File: src/hw/rtl/erp_pkg.sv
// ----------------------------------------------------------------------------
// erp_pkg: shared types and constants for the rotate-about-point block
// Word formats, configuration indexes, trig sequencer states and the
// reciprocal table of the sine and cosine series.
// ----------------------------------------------------------------------------
`default_nettype none

package erp_pkg;

    localparam int TRIG_FRAC_BITS_DEF = 30;

    // Width of a coordinate inside the pipeline, and of a sine or cosine.
    localparam int VW = 35;
    localparam int CW = 32;

    // Series work is done with 31 fraction bits.
    localparam int KFRAC = 31;

    // Degrees times 65536: a full turn and one octant.
    localparam logic signed [26:0] ANG_FULL = 27'sd23592960;
    localparam logic [24:0]        ANG_OCT  = 25'd2949120;

    // round(2^47 * pi / 180), split for two narrow products.
    localparam logic [41:0] DEG_TO_RAD_Q47 = 42'd2456332552788;
    localparam logic [20:0] D2R_LO = DEG_TO_RAD_Q47[20:0];
    localparam logic [20:0] D2R_HI = DEG_TO_RAD_Q47[41:21];

    typedef enum logic [2:0] {
        CFG_ANGLE_X = 3'd0,
        CFG_ANGLE_Y = 3'd1,
        CFG_ANGLE_Z = 3'd2,
        CFG_PIVOT_X = 3'd3,
        CFG_PIVOT_Y = 3'd4,
        CFG_PIVOT_Z = 3'd5
    } cfg_idx_t;

    typedef enum logic [3:0] {
        TS_IDLE,
        TS_REDUCE,
        TS_OCT,
        TS_TH_LO,
        TS_TH_HI,
        TS_THETA,
        TS_X2M,
        TS_X2,
        TS_MUL,
        TS_DIV_LOAD,
        TS_DIV,
        TS_ACC,
        TS_FIN
    } trig_state_t;

    typedef struct packed {
        logic signed [31:0] point_x;
        logic signed [31:0] point_y;
        logic signed [31:0] point_z;
    } point_t;

    typedef struct packed {
        logic signed [31:0] rotated_x;
        logic signed [31:0] rotated_y;
        logic signed [31:0] rotated_z;
    } result_t;

    typedef struct packed {
        logic signed [VW-1:0] x;
        logic signed [VW-1:0] y;
        logic signed [VW-1:0] z;
    } vec_t;

    typedef struct packed {
        logic signed [CW-1:0] sn;
        logic signed [CW-1:0] cs;
    } trig_coef_t;

    typedef struct packed {
        logic [31:0] mult;
        logic [5:0]  shift;
    } recip_t;

    // Reciprocal of the divisor of Taylor term k (1 to 6): n(n+1) for sine,
    // (n-1)n for cosine. Every numerator stays below 2^31, so the rounded-up
    // reciprocal and its shift give the exact truncated quotient.
    function automatic recip_t recip_const(input logic [2:0] k, input logic is_cos);
        recip_t rc;
        begin
            rc.mult  = 32'h8000_0000;
            rc.shift = 6'd31;
            unique case (k)
                3'd1:
                begin
                    rc.mult  = is_cos ? 32'd2147483648 : 32'd2863311531;
                    rc.shift = is_cos ? 6'd32 : 6'd34;
                end
                3'd2:
                begin
                    rc.mult  = is_cos ? 32'd2863311531 : 32'd3435973837;
                    rc.shift = is_cos ? 6'd35 : 6'd36;
                end
                3'd3:
                begin
                    rc.mult  = is_cos ? 32'd2290649225 : 32'd3272356036;
                    rc.shift = is_cos ? 6'd36 : 6'd37;
                end
                3'd4:
                begin
                    rc.mult  = is_cos ? 32'd2454267027 : 32'd3817748708;
                    rc.shift = is_cos ? 6'd37 : 6'd38;
                end
                3'd5:
                begin
                    rc.mult  = is_cos ? 32'd3054198967 : 32'd2498890064;
                    rc.shift = 6'd38;
                end
                3'd6:
                begin
                    rc.mult  = is_cos ? 32'd4164816772 : 32'd3524075731;
                    rc.shift = 6'd39;
                end
                default:
                begin
                    rc.mult  = 32'h8000_0000;
                    rc.shift = 6'd31;
                end
            endcase
            return rc;
        end
    endfunction

endpackage

`default_nettype wire

File: src/hw/rtl/erp_trig.sv
// ----------------------------------------------------------------------------
// erp_trig: sine and cosine sequencer
// Recomputes the sine and cosine of all three angles after reset and after
// any angle write, with one shared multiplier that also divides each series
// term by reciprocal multiplication.
// ----------------------------------------------------------------------------
`default_nettype none

module erp_trig
    import erp_pkg::*;
#(
    parameter int TRIG_FRAC_BITS = TRIG_FRAC_BITS_DEF
)
(
    input  wire logic               clk,
    input  wire logic               rst_n,
    input  wire logic signed [25:0] angle [3],
    input  wire logic               ang_wr,
    output trig_coef_t              coef [3],
    output logic                    busy
);

    localparam int SH = KFRAC - TRIG_FRAC_BITS;
    localparam logic [33:0] RND = 34'd1 << (SH - 1);

    trig_state_t state_reg, state_next;
    logic        dirty_reg, dirty_next;
    logic [1:0]  axis_reg, axis_next;
    logic [24:0] a_reg, a_next;
    logic [2:0]  o_reg, o_next;
    logic [21:0] r_reg, r_next;
    logic [42:0] plo_reg, plo_next;
    logic [63:0] prod_reg, prod_next;
    logic [30:0] theta_reg, theta_next;
    logic [31:0] x2_reg, x2_next;
    logic [31:0] ts_reg, ts_next, tc_reg, tc_next;
    logic signed [33:0] ssum_reg, ssum_next, csum_reg, csum_next;
    logic [2:0]  k_reg, k_next;
    logic        sel_reg, sel_next;
    logic [31:0] num_reg, num_next;
    trig_coef_t  coef_reg [3];
    trig_coef_t  coef_next;

    logic [31:0] mul_a, mul_b;
    logic signed [26:0] ang_ext, ang_red;
    logic [2:0]  oct;
    logic [24:0] oct_base, oct_rem;
    recip_t      rcp;
    logic [31:0] quo;
    logic [33:0] s_clamp, c_clamp, s_rnd, c_rnd;
    logic signed [CW-1:0] s0, c0, st, ct;

    // Next state.
    always_comb
    begin
        state_next = state_reg;
        unique case (state_reg)
            TS_IDLE:     state_next = dirty_reg ? TS_REDUCE : TS_IDLE;
            TS_REDUCE:   state_next = TS_OCT;
            TS_OCT:      state_next = TS_TH_LO;
            TS_TH_LO:    state_next = TS_TH_HI;
            TS_TH_HI:    state_next = TS_THETA;
            TS_THETA:    state_next = TS_X2M;
            TS_X2M:      state_next = TS_X2;
            TS_X2:       state_next = TS_MUL;
            TS_MUL:      state_next = TS_DIV_LOAD;
            TS_DIV_LOAD: state_next = TS_DIV;
            TS_DIV:      state_next = TS_ACC;
            TS_ACC:      state_next = (sel_reg && k_reg == 3'd6) ? TS_FIN : TS_MUL;
            TS_FIN:      state_next = (axis_reg == 2'd2) ? TS_IDLE : TS_REDUCE;
            default:     state_next = TS_IDLE;
        endcase
    end

    // Shared multiplier operands.
    always_comb
    begin
        mul_a = '0;
        mul_b = '0;
        rcp   = recip_const(k_reg, sel_reg);
        unique case (state_reg)
            TS_TH_LO:
            begin
                mul_a = {10'd0, r_reg};
                mul_b = {11'd0, D2R_LO};
            end
            TS_TH_HI:
            begin
                mul_a = {10'd0, r_reg};
                mul_b = {11'd0, D2R_HI};
            end
            TS_X2M:
            begin
                mul_a = {1'b0, theta_reg};
                mul_b = {1'b0, theta_reg};
            end
            TS_MUL:
            begin
                mul_a = sel_reg ? tc_reg : ts_reg;
                mul_b = x2_reg;
            end
            TS_DIV:
            begin
                mul_a = num_reg;
                mul_b = rcp.mult;
            end
            default:
            begin
                mul_a = '0;
                mul_b = '0;
            end
        endcase
    end

    // Angle reduction into one turn and split into octant and remainder.
    always_comb
    begin
        ang_ext = 27'(angle[axis_reg]);
        if (ang_ext < 0)
        begin
            ang_red = ang_ext + ANG_FULL;
            if (ang_red < 0)
                ang_red = ang_red + ANG_FULL;
        end
        else if (ang_ext >= ANG_FULL)
            ang_red = ang_ext - ANG_FULL;
        else
            ang_red = ang_ext;

        priority if (a_reg >= 25'(7 * ANG_OCT)) oct = 3'd7;
        else if (a_reg >= 25'(6 * ANG_OCT))     oct = 3'd6;
        else if (a_reg >= 25'(5 * ANG_OCT))     oct = 3'd5;
        else if (a_reg >= 25'(4 * ANG_OCT))     oct = 3'd4;
        else if (a_reg >= 25'(3 * ANG_OCT))     oct = 3'd3;
        else if (a_reg >= 25'(2 * ANG_OCT))     oct = 3'd2;
        else if (a_reg >= ANG_OCT)              oct = 3'd1;
        else                                    oct = 3'd0;
        oct_base = 25'(oct * ANG_OCT);
        oct_rem  = a_reg - oct_base;
    end

    // Quotient, rounding and the octant symmetries.
    always_comb
    begin
        quo = 32'(prod_reg >> rcp.shift);

        s_clamp = ssum_reg[33] ? 34'd0 : 34'(ssum_reg);
        c_clamp = csum_reg[33] ? 34'd0 : 34'(csum_reg);
        s_rnd   = (s_clamp + RND) >> SH;
        c_rnd   = (c_clamp + RND) >> SH;
        s0      = CW'(s_rnd);
        c0      = CW'(c_rnd);
        st      = o_reg[0] ? c0 : s0;
        ct      = o_reg[0] ? s0 : c0;
        unique case (o_reg[2:1])
            2'd0:
            begin
                coef_next.sn = st;
                coef_next.cs = ct;
            end
            2'd1:
            begin
                coef_next.sn = ct;
                coef_next.cs = -st;
            end
            2'd2:
            begin
                coef_next.sn = -st;
                coef_next.cs = -ct;
            end
            default:
            begin
                coef_next.sn = -ct;
                coef_next.cs = st;
            end
        endcase
    end

    // Datapath next values.
    always_comb
    begin
        dirty_next = dirty_reg;
        axis_next  = axis_reg;
        a_next     = a_reg;
        o_next     = o_reg;
        r_next     = r_reg;
        plo_next   = plo_reg;
        prod_next  = mul_a * mul_b;
        theta_next = theta_reg;
        x2_next    = x2_reg;
        ts_next    = ts_reg;
        tc_next    = tc_reg;
        ssum_next  = ssum_reg;
        csum_next  = csum_reg;
        k_next     = k_reg;
        sel_next   = sel_reg;
        num_next   = num_reg;

        unique case (state_reg)
            TS_IDLE:
            begin
                if (dirty_reg)
                begin
                    dirty_next = 1'b0;
                    axis_next  = 2'd0;
                end
            end
            TS_REDUCE:
                a_next = ang_red[24:0];
            TS_OCT:
            begin
                o_next = oct;
                r_next = oct[0] ? 22'(ANG_OCT - oct_rem) : oct_rem[21:0];
            end
            TS_TH_HI:
                plo_next = prod_reg[42:0];
            TS_THETA:
                theta_next = 31'(({prod_reg[42:0], 21'd0} + {21'd0, plo_reg}
                                  + 64'h8000_0000) >> 32);
            TS_X2:
            begin
                x2_next   = 32'((prod_reg + 64'h4000_0000) >> KFRAC);
                ts_next   = {1'b0, theta_reg};
                tc_next   = 32'h8000_0000;
                ssum_next = 34'(theta_reg);
                csum_next = 34'sh0_8000_0000;
                k_next    = 3'd1;
                sel_next  = 1'b0;
            end
            TS_DIV_LOAD:
                num_next = prod_reg[62:31];
            TS_ACC:
            begin
                if (!sel_reg)
                begin
                    ts_next   = quo;
                    ssum_next = k_reg[0] ? ssum_reg - $signed({2'b00, quo})
                                         : ssum_reg + $signed({2'b00, quo});
                    sel_next  = 1'b1;
                end
                else
                begin
                    tc_next   = quo;
                    csum_next = k_reg[0] ? csum_reg - $signed({2'b00, quo})
                                         : csum_reg + $signed({2'b00, quo});
                    sel_next  = 1'b0;
                    k_next    = k_reg + 3'd1;
                end
            end
            TS_FIN:
                axis_next = (axis_reg == 2'd2) ? 2'd0 : axis_reg + 2'd1;
            default:
            begin
            end
        endcase

        // A fresh angle write always forces another pass.
        if (ang_wr)
            dirty_next = 1'b1;
    end

    always_ff @(posedge clk or negedge rst_n)
    begin
        if (!rst_n)
        begin
            state_reg <= TS_IDLE;
            dirty_reg <= 1'b1;
            axis_reg  <= 2'd0;
            k_reg     <= 3'd1;
            sel_reg   <= 1'b0;
            for (int i = 0; i < 3; i++)
            begin
                coef_reg[i].sn <= '0;
                coef_reg[i].cs <= CW'(1) <<< TRIG_FRAC_BITS;
            end
        end
        else
        begin
            state_reg <= state_next;
            dirty_reg <= dirty_next;
            axis_reg  <= axis_next;
            k_reg     <= k_next;
            sel_reg   <= sel_next;
            if (state_reg == TS_FIN)
                coef_reg[axis_reg] <= coef_next;
        end
    end

    always_ff @(posedge clk)
    begin
        a_reg     <= a_next;
        o_reg     <= o_next;
        r_reg     <= r_next;
        plo_reg   <= plo_next;
        prod_reg  <= prod_next;
        theta_reg <= theta_next;
        x2_reg    <= x2_next;
        ts_reg    <= ts_next;
        tc_reg    <= tc_next;
        ssum_reg  <= ssum_next;
        csum_reg  <= csum_next;
        num_reg   <= num_next;
    end

    assign coef = coef_reg;
    assign busy = dirty_reg || (state_reg != TS_IDLE);

    assert property (@(posedge clk) disable iff (!rst_n)
        ang_wr |=> busy)
        else $error("angle write did not start a recompute");

    assert property (@(posedge clk) disable iff (!rst_n)
        (state_reg == TS_DIV) |=> (state_reg == TS_ACC))
        else $error("reciprocal product was not taken up after the divide step");

    assert property (@(posedge clk) disable iff (!rst_n)
        (state_reg == TS_FIN) && (axis_reg == 2'd2) && !dirty_reg && !ang_wr
        |=> !busy)
        else $error("sequencer stayed busy after the last axis");

endmodule

`default_nettype wire

File: config.mk
export PLATFORM = sky130hd
export DESIGN_NAME = erp_trig
export DESIGN_NICKNAME = d
export VERILOG_FILES = /design/src/hw/rtl/erp_pkg.sv /design/src/hw/rtl/erp_trig.sv
export SDC_FILE = /design/constraint.sdc
export NUM_CORES = 2
export LEC_CHECK = 0
export BUFFER_PORTS_ARGS = -buffer_cell sky130_fd_sc_hd__buf_2
export CORE_ASPECT_RATIO = 0.5
export CORE_MARGIN = 4
export CORE_UTILIZATION = 35
export DETAILED_ROUTE_END_ITERATION = 16
export PLACE_DENSITY = 0.61
export SLEW_MARGIN = 30
export SYNTH_ARGS = -nofsm -noshare
export SYNTH_HDL_FRONTEND = slang
export SYNTH_SLANG_ARGS = --single-unit
File: constraint.sdc
create_clock -name clk -period 10.6 [get_ports clk]
set_input_delay 0 -clock clk [delete_from_list [all_inputs] [get_ports clk]]
set_output_delay 0 -clock clk [all_outputs]
set_load 0.01 [all_outputs]
[Word-level counts from Yosys, hierarchy flattened]
Cells that the tools add are included.
Widths: inputs -> output; s select.
Storage, ports and cells
  bits in registers: 587
  latch bits: 0
  memory bits (writable): 0
  memory bits (read-only): 0
  input bits: 81
  logic and storage cells: 153
  memories: 0
Cells by class
  $add $sub $neg: 18
  multiply operators: 2
  div/mod/pow operators: 0
  $lt $le $gt $ge: 12
  eq/ne operators: 24
  shift-type cells: 1
  muxes and demuxes: 59
  bitwise logic cells: 1
  reductions and logical operators: 13
Operators with widths (number)
  $pmux 37 s6: 1
  $bwmux 192: 1
  $pmux 64 s3: 1
  $mux 32: 5
  $pmux 32 s5: 1
  $mux 34: 4
  $pmux 34 s2: 2
  $demux 64 s2: 1
  $pmux 32 s2: 2
  $pmux 32 s4: 1
  $mux 31: 3
  $mux 30: 3
  $ge 25x24->1 const B: 3
  $mux 25: 3
  $add 34x33->34: 2
  $sub 34x33->34: 2
  $add 33x1->33 const B: 2
  $mux 33: 2
  $mul 32x32->64: 1
  $mux 64: 1
  $neg 32->32: 2
  $shr 64x6->32: 1
  $add 63x31->63 const B: 1
  $add 63x32->63 const B: 1
  other kinds (46): 84

[Depth between registers and ports, before layout]
  depth in word-level cells: 12
  gate-level depth with buffers: 42
  mapped depth without buffers: 36

[Worst setup path before layout]
OpenSTA, ideal clock, no wires.
  path kind: register to register
  from: register k_reg[0]
  to: register prod_reg[63]
  library setup time: 72 ps
  arrival: 10093 ps
  data required time: 10528 ps
  setup slack: 434 ps
  cell stages (with the launch flop): 39
  buffers on the path: 7
  clock period less this slack: 10166 ps
  path through: dfstp_2 clkbuf_1 clkbuf_1 inv_1 ha_1 buf_2 nor3_1 and2_1 clkbuf_1 clkbuf_1 a211oi_1 a221oi_1 clkbuf_1 nor2_1 fa_1 inv_1 fa_1 fa_1 (+3 left out) fa_1 fa_1 inv_1 fa_1 inv_1 ha_1 clkbuf_1 a21o_1 a21o_1 a21oi_1 nor2_1 a211oi_1 o41ai_1 o31ai_1 nand4_1 a311o_1 a21oi_1 xnor2_1
Between the ends
  longest elaborated chain between the ends: 4
  elaborated cells on any way between the ends: 9
  classes of those cells: mul: 1; eq/ne: 6; mux: 2
Ends and longest elaborated chain
  start: declaration: line erp_trig.sv:38  | logic [2:0] k_reg, k_next;
  start signal: assignment: line erp_trig.sv:282  | k_reg <= k_next;
  $eq 3x3->1, or another cell as far along: line erp_pkg.sv:89  | unique case (k)
  $pmux 37 s6 *: line erp_pkg.sv:89
  $pmux 32 s5 *: line erp_trig.sv:81  | unique case (state_reg)
  $mul 32x32->64 *: line erp_trig.sv:188  | prod_next = mul_a * mul_b;
  net prod_next[63]: line erp_trig.sv:33  | logic [63:0] prod_reg, prod_next;
  end signal: assignment: line erp_trig.sv:295  | prod_reg <= prod_next;
  end: declaration: line erp_trig.sv:33
The timed path passes the listed nets; every way through them passes the cells marked *.
A chain may end at the register's enable or synchronous reset.

[Worst setup path after layout]
Ends and elaborated chain as after synthesis.

==> flow_summary_export.csv <==
group,metric,value,unit
outcome,run_status,"finished, final reports clean",
yosys,yosys_warnings,0,
route,drt-vias-per-instance,5.50,
floorplan,dieArea,204000,sq um
yosys,ys_async_sr_fraction,0.359,
critical_path,crit_path_top_delay_cell,"and3_1",
layout,fin_area,76800,sq um
job,max_cap_violations,0,
layout,layout_commonest_cell,"inv_1",
layout,largest_reg_flops,192,
route,dr.first_iter.drc_count,5612,
clock_tree,h-tree-depth,3,
critical_path,slowest_delay,0.67,ns
floorplan,die_x,635,um
worst_hold_path,hold_class,"input pin to register",
yosys,synth_xor_area_frac,0.0379,
yosys,synth_area_leaders,"fa_1 (26%), edfxtp_1 (13%), dfrtp_1 (7.2%), ha_1 (7.2%), inv_1 (5.8%)",
yosys,synth_top_family_by_area,"adder cells",
yosys,yosys.area.top_type,"fa_1",
critical_path,r2r_slack,0.30,ns
route,vias,57900,
clock_tree,clk_pin_slew,0.06,ns
yosys,ys_ff_latch,566,
critical_path,crit_type,"register to register",
yosys,synthDistinctLibCells,109,
sta,rsz0062_at_grt,"no",
worst_hold_path,min_path_cells,4,
global_routing,grt_antenna_before_repair,2,
power_and_ir_drop,p_per_area,338,nW/um^2
clock_tree,cts_buffer_depth,3,
clock_tree,cts_tree,"yes",
route,routedWlPerCell,23.1,um
global_routing,grt_start_max_net_pins,145,
layout,layout_common_cells,"inv_1 (1061), nand2_1 (1039), fa_1 (900)",
clock_tree,clk_latency,0.63,ns
placement,port_buffers,273,
yosys,synth_top_area_share,0.262,
placement,place_congestion,0.986,
yosys,yosys.area_share.simple,0.164,
layout,nFillCells,19400,
sta,max_freq,97.1,MHz
critical_path,end_kind,"register",
critical_path,cp.arrival,10.83,ns
critical_path,rr_endpoint,"prod_reg[63]",
floorplan,fp.dieH,321,um
yosys,yosysSeqAreaShare,0.223,
critical_path,required,11.13,ns
clock_tree,cts_buffers,66,
global_routing,grt_pass1_vias,57500,
power_and_ir_drop,max-vdd-ir-drop,0.192,mV
sta,hold_ws,0.0813,ns
yosys,synth_edf_count,299,
yosys,syn_area,68700,sq um
clock_tree,clockRootBuffer,"clkbuf_16",
route,firstDrtPassIters,6,
route,drc,0,
sta,fin_crit_sh,0.971,
yosys,synthMuxAreaShare,0.0429,
sta,fin_worst_skew,0.0317,ns
layout,nets,9241,
sta,finalSetupTns,0,ns
yosys,synth-main-ff-cell,"edfxtp_1",
layout,synthToLayoutAreaGrowth,11.7,%
floorplan,core_area,194000,sq um
sta,drv_slew,0,
critical_path,path_max_fanout,9,
critical_path,crit_top_cell,"fa_1",
sta,period_needed,10.30,ns
yosys,avgSynthCellArea,8.99,sq um
global_routing,grt_pass1_wl,366,mm
yosys,synth_compound_area_frac,0.116,
worst_hold_path,worstHoldStart,"angle[21]",
yosys,synth_fp_nets,9018,
floorplan,start_util,0.354,
power_and_ir_drop,p_leak,35.8,nW
sta,setup_viol,0,
critical_path,worst-r2r-cell-count,35,
floorplan,io_pins,274,
layout,drive_above_1_share,0.116,
sta,tightestPinTransition,1.05,ns
sta,timing.slew.headroom,0.299,
route,postRouteAntennaNets,0,
clock_tree,clock_sinks,566,
global_routing,grt-ovfl-total,0,
critical_path,start_kind,"register",
floorplan,row_count,114,
worst_hold_path,hold_path_end,"a_reg[21]",
yosys,synthAdderAreaFrac,0.334,
critical_path,reg2reg_from,"k_reg[0]",
sta,hold_viol_final,0,
placement,detailed_place.area,74000,sq um
yosys,postSynthCellCount,7642,
route,wl,243,mm
global_routing,grt_util_all_layers,0.235,
placement,dp_hpwl,194,mm
layout make-up:
type,instances,area (sq um),area share
diodes,2,5.00,0.0000652
clock inverters,26,209,0.00272
clock buffers,94,1960,0.0256
flip-flops and latches,566,15400,0.200
inverters,1064,3990,0.0520
multi-input cells,5590,48100,0.627
repair buffers,577,3860,0.0503
well taps,2610,3270,0.0425
worst max-delay path by stage:
stage | start | end | slack (ns) | cells past startpoint
2_1_floorplan | k_reg[0] | prod_reg[63] | 0.43 | 38
3_3_place_gp | sel_reg | prod_reg[63] | 0.31 | 31
3_5_place_dp | state_reg[1] | prod_reg[63] | 0.24 | 32
4_1_cts | state_reg[1] | prod_reg[63] | 0.19 | 32
5_1_grt | state_reg[0] | prod_reg[63] | 0.01 | 31
6_report | k_reg[0] | prod_reg[63] | 0.30 | 35
through the flow:
stage	cells	util	power, mW	setup slack (ns)
floorplan	7642	-	16.8	0.434
global placement	10400	0.381	22.9	0.309
finish	10500	0.395	26.0	0.304
global route	10500	0.395	28.0	0.0136
CTS	10500	0.394	25.6	0.187
detailed placement	10400	0.381	23.1	0.239
cells in the mapped netlist (64+ instances only):
master and instances:
mux2_2 110, o21ai_0 284, dfrtp_1 198, ha_1 395, a21oi_1 242, xor2_1 110
xnor2_1 183, nand2_1 1041, nor2_1 871, nor3_1 91, fa_1 900, a21o_1 112
inv_1 1061, edfxtp_1 299, mux2i_1 103, nand3_1 136, dfxtp_1 64, clkbuf_1 349
routing by layer:
| metal | vias up | GRT usage | wire [um] |
|---|---|---|---|
| met5 | - | 0 | 42 |
| met1 | 28900 | 0.322 | 101000 |
| met4 | 8 | 0.0880 | 10100 |
| met2 | 2900 | 0.361 | 106000 |
| met3 | 471 | 0.0567 | 26800 |
| li1 | 25700 | - | - |
worst max-delay path, delay by kind of cell (launching register included):
| kind | cells | cell delay, ns |
|---|---|---|
| xor gates and xnor gates | 1 | 0.13 |
| DFF | 1 | 0.56 |
| AOI/OAI and AO/OA | 9 | 2.19 |
| and+or+nand+nor | 8 | 1.82 |
| buffers and inverters | 7 | 0.77 |
| adders and majority gates | 10 | 4.72 |
cell families after synthesis:
family,after synthesis
xor+xnor,295
compound gates,1194
mux,244
buf+inv,1487
simple gates,2561
fa+ha+maj,1295
flops,566
report_power, final:
| group | switching (mW) | internal (mW) | total (mW) |
|---|---|---|---|
| clock network | 0.973 | 1.33 | 2.30 |
| logic | 12.7 | 7.17 | 19.9 |
| registers | 0.598 | 3.16 | 3.76 |
| total | 14.3 | 11.7 | 26.0 |
repair_timing:
| item | CTS | global route |
|---|---|---|
| hold buffers | 45 | 0 |
| setup buffers | 0 | 10 |
| gates resized for setup | 0 | 13 |
| setup endpoints to repair | 0 | 9 |
| hold endpoints to repair | 112 | 0 |
No activity file was read; power rests on OpenSTA's default activity.
